## src/hdl/tcw_pkg.sv

```systemverilog
// ---------------------------------------------------------------------------
// tcw_pkg
// Shared constants for the character-cell console: default screen geometry,
// special character codes, reset cell contents and register indexes.
// ---------------------------------------------------------------------------
`default_nettype none

package tcw_pkg;

  localparam int DEF_SCREEN_COLUMNS = 80;
  localparam int DEF_SCREEN_ROWS    = 25;

  localparam int CELL_W = 16;

  localparam logic [7:0] CODE_NEWLINE   = 8'd10;
  localparam logic [7:0] CODE_TAB       = 8'd9;
  localparam logic [7:0] CODE_BACKSPACE = 8'd8;
  localparam logic [7:0] CODE_SPACE     = 8'd32;

  localparam logic [7:0] RESET_ATTR = 8'h07;

  localparam logic FUNC_READ = 1'b1;

  // Register index, taken from paddr[2]
  localparam logic REG_TEXT_ATTR = 1'b0;

endpackage

`default_nettype wire

```

## src/hdl/tcw_cursor_next.sv

```systemverilog
// ---------------------------------------------------------------------------
// tcw_cursor_next
// Cursor update for one put: advance with wrap, then newline, tab and
// backspace handling, then clamp to the last row when the screen scrolls.
// ---------------------------------------------------------------------------
`default_nettype none

module tcw_cursor_next
  import tcw_pkg::*;
#(
  parameter int COLS = DEF_SCREEN_COLUMNS,
  parameter int ROWS = DEF_SCREEN_ROWS
) (
  input  wire logic [$clog2(ROWS)-1:0] row,
  input  wire logic [$clog2(COLS)-1:0] col,
  input  wire logic [7:0]              char_code,
  output logic      [$clog2(ROWS)-1:0] row_nxt,
  output logic      [$clog2(COLS)-1:0] col_nxt,
  output logic                         scroll
);

  localparam int RW  = $clog2(ROWS);
  localparam int CLW = $clog2(COLS);
  // column may overshoot the line end by up to seven during tab alignment
  localparam int CXW = $clog2(COLS + 8);
  localparam int RXW = $clog2(ROWS + 2);

  logic [CXW-1:0] c1;
  logic [CXW-1:0] c2;
  logic [RXW-1:0] r1;
  logic [RXW-1:0] r2;

  always_comb begin
    c1 = CXW'(col) + CXW'(1);
    r1 = RXW'(row);
    if (c1 >= CXW'(COLS)) begin
      c1 = '0;
      r1 = r1 + RXW'(1);
    end
    c2 = c1;
    r2 = r1;
    case (char_code)
      CODE_NEWLINE: begin
        c2 = '0;
        r2 = r1 + RXW'(1);
      end
      CODE_TAB: begin
        c2 = (c1 + CXW'(7)) & ~CXW'(7);
        c2 = c2 + CXW'(1);
        if (c2 >= CXW'(COLS)) begin
          c2 = '0;
          r2 = r1 + RXW'(1);
        end
      end
      CODE_BACKSPACE: begin
        if (c1 != '0) begin
          c2 = (c1 >= CXW'(2)) ? c1 - CXW'(2) : '0;
        end
      end
      default: begin
        c2 = c1;
      end
    endcase
    scroll  = (r2 >= RXW'(ROWS));
    row_nxt = scroll ? RW'(ROWS - 1) : RW'(r2);
    col_nxt = CLW'(c2);
  end

endmodule

`default_nettype wire

```

## src/hdl/tcw_seq.sv

```systemverilog
// ---------------------------------------------------------------------------
// tcw_seq
// Sequencer: clearing pass after reset, cell write and cursor update for a
// put, cell read, cell-by-cell scroll copy and bottom-row fill through a single
// address counter pair, and the result register.
// ---------------------------------------------------------------------------
`default_nettype none

module tcw_seq
  import tcw_pkg::*;
#(
  parameter int COLS = DEF_SCREEN_COLUMNS,
  parameter int ROWS = DEF_SCREEN_ROWS,
  parameter int AW   = $clog2(COLS * ROWS)
) (
  input  wire logic              clk,
  input  wire logic              rst_n,
  input  wire logic [7:0]        text_attr,
  input  wire logic              in_valid,
  output logic                   in_ready,
  input  wire logic              in_func,
  input  wire logic [7:0]        in_char_code,
  input  wire logic [10:0]       in_cell_index,
  output logic                   out_valid,
  input  wire logic              out_ready,
  output logic      [10:0]       out_cursor_index,
  output logic      [4:0]        out_cursor_row,
  output logic      [6:0]        out_cursor_col,
  output logic                   out_scrolled,
  output logic      [15:0]       out_read_cell,
  output logic                   mem_we,
  output logic      [AW-1:0]     mem_waddr,
  output logic      [CELL_W-1:0] mem_wdata,
  output logic                   mem_re,
  output logic      [AW-1:0]     mem_raddr,
  input  wire logic [CELL_W-1:0] mem_rdata
);

  localparam int CELL_COUNT = COLS * ROWS;
  localparam int RW         = $clog2(ROWS);
  localparam int CLW        = $clog2(COLS);
  localparam int CMPW       = 14;
  localparam logic [AW-1:0] LAST   = AW'(CELL_COUNT - 1);
  localparam logic [AW-1:0] COLS_W = AW'(COLS);

  typedef enum logic [5:0] {
    S_CLEAR  = 6'b000001,
    S_IDLE   = 6'b000010,
    S_FINISH = 6'b000100,
    S_COPY   = 6'b001000,
    S_TAIL   = 6'b010000,
    S_FILL   = 6'b100000
  } state_t;

  state_t state_r, state_nxt;

  logic [AW-1:0]  wr_r, wr_nxt;
  logic [AW-1:0]  rd_r, rd_nxt;
  logic           pend_r, pend_nxt;
  logic [RW-1:0]  row_r, row_nxt;
  logic [CLW-1:0] col_r, col_nxt;
  logic           is_read_r, is_read_nxt;
  logic           in_range_r, in_range_nxt;
  logic           scrolled_r, scrolled_nxt;
  logic           load_out;

  logic [RW-1:0]  calc_row;
  logic [CLW-1:0] calc_col;
  logic           calc_scroll;
  logic [AW-1:0]  cur_pos;

  tcw_cursor_next #(
    .COLS (COLS),
    .ROWS (ROWS)
  ) u_cursor_next (
    .row       (row_r),
    .col       (col_r),
    .char_code (in_char_code),
    .row_nxt   (calc_row),
    .col_nxt   (calc_col),
    .scroll    (calc_scroll)
  );

  assign cur_pos  = AW'(AW'(row_r) * COLS_W + AW'(col_r));
  assign in_ready = (state_r == S_IDLE);

  always_comb begin
    state_nxt    = state_r;
    wr_nxt       = wr_r;
    rd_nxt       = rd_r;
    pend_nxt     = pend_r;
    row_nxt      = row_r;
    col_nxt      = col_r;
    is_read_nxt  = is_read_r;
    in_range_nxt = in_range_r;
    scrolled_nxt = scrolled_r;
    load_out     = 1'b0;
    mem_we       = 1'b0;
    mem_waddr    = wr_r;
    mem_wdata    = {text_attr, CODE_SPACE};
    mem_re       = 1'b0;
    mem_raddr    = rd_r;
    case (state_r)
      S_CLEAR: begin
        mem_we    = 1'b1;
        mem_wdata = {RESET_ATTR, CODE_SPACE};
        wr_nxt    = wr_r + AW'(1);
        if (wr_r == LAST) begin
          state_nxt = S_IDLE;
        end
      end
      S_IDLE: begin
        if (in_valid) begin
          if (in_func == FUNC_READ) begin
            mem_re       = 1'b1;
            mem_raddr    = AW'(in_cell_index);
            is_read_nxt  = 1'b1;
            in_range_nxt = (CMPW'(in_cell_index) < CMPW'(CELL_COUNT));
            scrolled_nxt = 1'b0;
            state_nxt    = S_FINISH;
          end else begin
            mem_we       = 1'b1;
            mem_waddr    = cur_pos;
            mem_wdata    = {text_attr, in_char_code};
            is_read_nxt  = 1'b0;
            in_range_nxt = 1'b0;
            scrolled_nxt = calc_scroll;
            row_nxt      = calc_row;
            col_nxt      = calc_col;
            if (calc_scroll) begin
              rd_nxt    = COLS_W;
              wr_nxt    = '0;
              pend_nxt  = 1'b0;
              state_nxt = S_COPY;
            end else begin
              state_nxt = S_FINISH;
            end
          end
        end
      end
      S_COPY: begin
        // read one row ahead, write the previous read back one row up
        mem_re    = 1'b1;
        mem_raddr = rd_r;
        if (pend_r) begin
          mem_we    = 1'b1;
          mem_wdata = mem_rdata;
          wr_nxt    = wr_r + AW'(1);
        end
        pend_nxt = 1'b1;
        rd_nxt   = rd_r + AW'(1);
        if (rd_r == LAST) begin
          state_nxt = S_TAIL;
        end
      end
      S_TAIL: begin
        mem_we    = 1'b1;
        mem_wdata = mem_rdata;
        wr_nxt    = wr_r + AW'(1);
        state_nxt = S_FILL;
      end
      S_FILL: begin
        mem_we = 1'b1;
        wr_nxt = wr_r + AW'(1);
        if (wr_r == LAST) begin
          state_nxt = S_FINISH;
        end
      end
      S_FINISH: begin
        // hold until the result register is free
        if (!out_valid || out_ready) begin
          load_out  = 1'b1;
          state_nxt = S_IDLE;
        end
      end
      default: begin
        state_nxt = S_IDLE;
      end
    endcase
  end

  always_ff @(posedge clk) begin
    if (!rst_n) begin
      state_r <= S_CLEAR;
      wr_r    <= '0;
      rd_r    <= '0;
      pend_r  <= 1'b0;
      row_r   <= '0;
      col_r   <= '0;
    end else begin
      state_r <= state_nxt;
      wr_r    <= wr_nxt;
      rd_r    <= rd_nxt;
      pend_r  <= pend_nxt;
      row_r   <= row_nxt;
      col_r   <= col_nxt;
    end
  end

  always_ff @(posedge clk) begin
    is_read_r  <= is_read_nxt;
    in_range_r <= in_range_nxt;
    scrolled_r <= scrolled_nxt;
  end

  always_ff @(posedge clk) begin
    if (!rst_n) begin
      out_valid <= 1'b0;
    end else if (load_out) begin
      out_valid <= 1'b1;
    end else if (out_ready) begin
      out_valid <= 1'b0;
    end
  end

  always_ff @(posedge clk) begin
    if (load_out) begin
      out_cursor_index <= 11'(cur_pos);
      out_cursor_row   <= 5'(row_r);
      out_cursor_col   <= 7'(col_r);
      out_scrolled     <= scrolled_r;
      out_read_cell    <= (is_read_r && in_range_r) ? mem_rdata : '0;
    end
  end

endmodule

`default_nettype wire

```

## config.mk

```make
export PLATFORM = sky130hd
export DESIGN_NAME = tcw_seq
export DESIGN_NICKNAME = d
export VERILOG_FILES = /design/src/hdl/tcw_pkg.sv /design/src/hdl/tcw_cursor_next.sv /design/src/hdl/tcw_seq.sv
export SDC_FILE = /design/constraint.sdc
export NUM_CORES = 1
export LEC_CHECK = 0
export BUFFER_PORTS_ARGS = -buffer_cell sky130_fd_sc_hd__buf_2
export CAP_MARGIN = 10
export CORE_UTILIZATION = 35
export DETAILED_ROUTE_END_ITERATION = 10
export GPL_TIMING_DRIVEN = 0
export PLACE_DENSITY_LB_ADDON = 0.2
export SLEW_MARGIN = 10
export SYNTH_ARGS = -nofsm -noshare
export SYNTH_HDL_FRONTEND = slang
export SYNTH_SLANG_ARGS = --single-unit
```

## constraint.sdc

```tcl
create_clock -name clk -period 8.2 [get_ports clk]
set_clock_uncertainty 0.15 [all_clocks]
set_input_delay 0.82 -clock clk [delete_from_list [all_inputs] [get_ports clk]]
set_output_delay 0.82 -clock clk [all_outputs]
set_load 0.005 [all_outputs]
```

==> results.py <==
metrics = {
    "outcome": {
        "status": "completed",
    },
    "placed_design": {
        "place_area_um2": 6110,
        "gp_congestion": 0.914,
        "port_buffers": 127,
        "hpwl_um": 11800,
    },
    "worst_setup_path": {
        "path_max_fanout": 10,
        "worst_setup_path_end_kind": "register",
        "r2r-start": "col_r[0]",
        "crit_arrival_ps": 5030,
        "cp-endpoint": "wr_r[9]",
        "crit_type": "reg -> reg",
        "ff2ff_setup_slack_ps": 3290,
        "cp-startpoint": "col_r[0]",
        "ff2ff_path_depth": 17,
        "cp.required_ps": 8320,
        "critical_path.startpoint_type": "register",
        "rr_endpoint": "wr_r[9]",
    },
    "clock_network": {
        "cts_resized": 0,
        "cts_max_level": 3,
        "max-clock-path-buffers": 2,
        "holdBufCountCts": 0,
        "cts_tree": "built",
        "cts_made_buffers": 9,
        "clock-root-buffer": "clkbuf_16",
        "worst_skew_pair.late_latency_ps": 350,
        "cts_setup_buffers": 0,
        "path_clk_slew_ps": 60,
        "numClockSinks": 81,
    },
    "sta": {
        "fin_crit_sh": 0.599,
        "maxSlewHeadroom": 0.391,
        "period_needed_ps": 4910,
        "drv_slew": 0,
        "rsz0062_at_grt": "false",
        "max_freq_mhz": 204,
        "fin_setup_tns_ps": 0,
        "worst_pin_slew_ps": 907,
        "final_hold_viol_count": 0,
        "finalSetupViolations": 0,
    },
    "logic_synthesis": {
        "synth-edff-count": 39,
        "syn-cell-area_um2": 5210,
        "synthCells": 590,
        "synth_seq_area_share": 0.386,
        "synth_ff_type": "dfxtp_1",
        "syn_avg_cell_area_um2": 8.83,
        "yosysWarnings": 0,
        "async_flop_share": 0,
        "yosys.cell_types.count": 68,
        "yosys.area.top_type": "edfxtp_1",
        "ys_top_cells_by_area": "edfxtp_1 (22%), dfxtp_1 (16%), nand2_1 (4.5%)",
        "postSynthNetCount": 655,
        "synth_top_cell_area_share": 0.225,
        "ys_ff_latch": 81,
    },
    "layout": {
        "multiInputGateArea_um2": 2920,
        "drive_gt1_frac": 0.241,
        "regArea_um2": 2010,
        "final_cell_mix": "buf_2 (130), nand2_1 (62), dfxtp_1 (42)",
        "syn2layout_area_growth_pct": 23.3,
        "nNetsFinal": 794,
        "antenna_cells": 0,
        "n_fill_cell": 1460,
        "final_common_cell": "buf_2",
        "design_area_um2": 6420,
    },
    "power": {
        "p_per_area_nw_per_um2": 146,
        "vdd_ir_drop_max_mv": 0.0786,
        "p_leak_nw": 2.67,
    },
    "route": {
        "wirelength_um": 15900,
        "dr.pass1.iters": 5,
        "postRouteAntennaNets": 0,
        "wire_per_inst_um": 17.3,
        "vias": 5231,
        "drt_iter0_drc": 347,
        "drc": 0,
        "vias_per_cell": 5.70,
    },
    "floorplanning": {
        "fp.dieW_um": 124,
        "dieArea_um2": 15400,
        "ios": 130,
        "num_rows": 44,
        "die_y_um": 124,
        "core_area_um2": 14500,
        "start_util": 0.358,
    },
    "flow_run": {
        "drv_cap": 0,
    },
    "global_route": {
        "grt.overflow.total": 0,
        "antenna_found_initial": 0,
        "grt_max_degree": 21,
        "grtUsageTotal": 0.209,
        "grt_pass1_wl_um": 24400,
        "first_global_vias": 4779,
    },
    "hold_path": {
        "hp-class": "reg -> reg",
        "hold_depth": 0,
    },
}
state kept, by name (all words and copies together), names as in the netlist, 3 cells and up:
signal,count
out_cursor_index,11
out_read_cell,16
state_r,6
row_r,5
col_r,7
rd_r,11
wr_r,11
out_cursor_row,5
out_cursor_col,3
layout make-up:
class                           instances  share of cell area
Clock buffer                           10              0.0357
Clock inverter                          6              0.0129
Timing Repair Buffer                  128               0.103
Tap cell                              184              0.0359
Inverter                               18              0.0105
Multi-Input combinational cell        449               0.454
Sequential cell                        81               0.313
Buffer                                 42              0.0345
cells in the mapped netlist (6+ instances only):
master,instances
nand2_1,62
dfxtp_1,42
edfxtp_1,39
nor2_1,33
a21oi_1,32
o21ai_0,30
nand3_1,26
and3_1,24
clkbuf_1,24
inv_1,18
xnor2_1,16
ha_1,15
nor3_1,14
a22o_1,12
mux2_2,12
a31oi_1,11
nand2b_1,11
or3_1,10
nand3b_1,9
nand4_1,9
buf_4,8
nor2b_1,8
nor4_1,8
o31ai_1,8
or4_1,8
o21ai_1,6
cell families after synthesis:
logic type,count (synthesis),synth area share
compound gates,157,0.206
flops,81,0.386
simple gates,241,0.245
fa+ha+maj,17,0.0437
mux,14,0.0298
xor+xnor,20,0.0336
buf+inv,60,0.0555
worst min path at each step:
stage,endpoint,slack [ps],from
2_1_floorplan,out_scrolled,250,scrolled_r
3_3_place_gp,out_scrolled,260,scrolled_r
3_5_place_dp,out_scrolled,290,scrolled_r
4_1_cts,out_scrolled,310,scrolled_r
5_1_grt,out_scrolled,320,scrolled_r
6_report,out_scrolled,310,scrolled_r
worst max-delay path, stage by stage (launching register included):
cell      delay (ps)
dfxtp_1          390
ha_1             200
buf_6            150
nand4_2          130
o221a_1          360
nor2_1           180
clkbuf_1         420
nand2_1          140
ha_1             250
a211o_1          330
a221o_1          350
a21oi_2          260
o21ai_1          220
mux2i_1          400
a21oi_2          180
buf_6            170
or4_1            390
a21oi_1          150
metrics by stage:
stage                     utilization  setup WS (ps)  total power [mW]  cells  hold slack, ps
final                           0.442           3290             0.936    918             311
after CTS                       0.442           3350             0.943    918             308
after global routing            0.442           2990             0.970    918             322
after detailed placement        0.420           3380             0.516    902             291
after floorplan                     -           4100             0.479    590             250
after global placement          0.418           3400             0.515    901             263
report_power, final:
| part | total [mW] | internal [mW] | switching [mW] | leakage [nW] |
|---|---|---|---|---|
| clock network | 0.428 | 0.265 | 0.163 | 0.144 |
| logic | 0.0775 | 0.0325 | 0.0450 | 1.82 |
| registers | 0.430 | 0.425 | 0.00543 | 0.715 |
| total | 0.936 | 0.722 | 0.214 | 2.67 |
layer usage:
metal  track usage  vias to the layer above  wire length (µm)
met3        0.0334                       48               747
met4         0.122                        0               592
met1         0.273                     2481              7010
li1              -                     2509                 -
met5             0                        -                 0
met2         0.327                      193              7510
No activity file was read; power rests on OpenSTA's default activity.
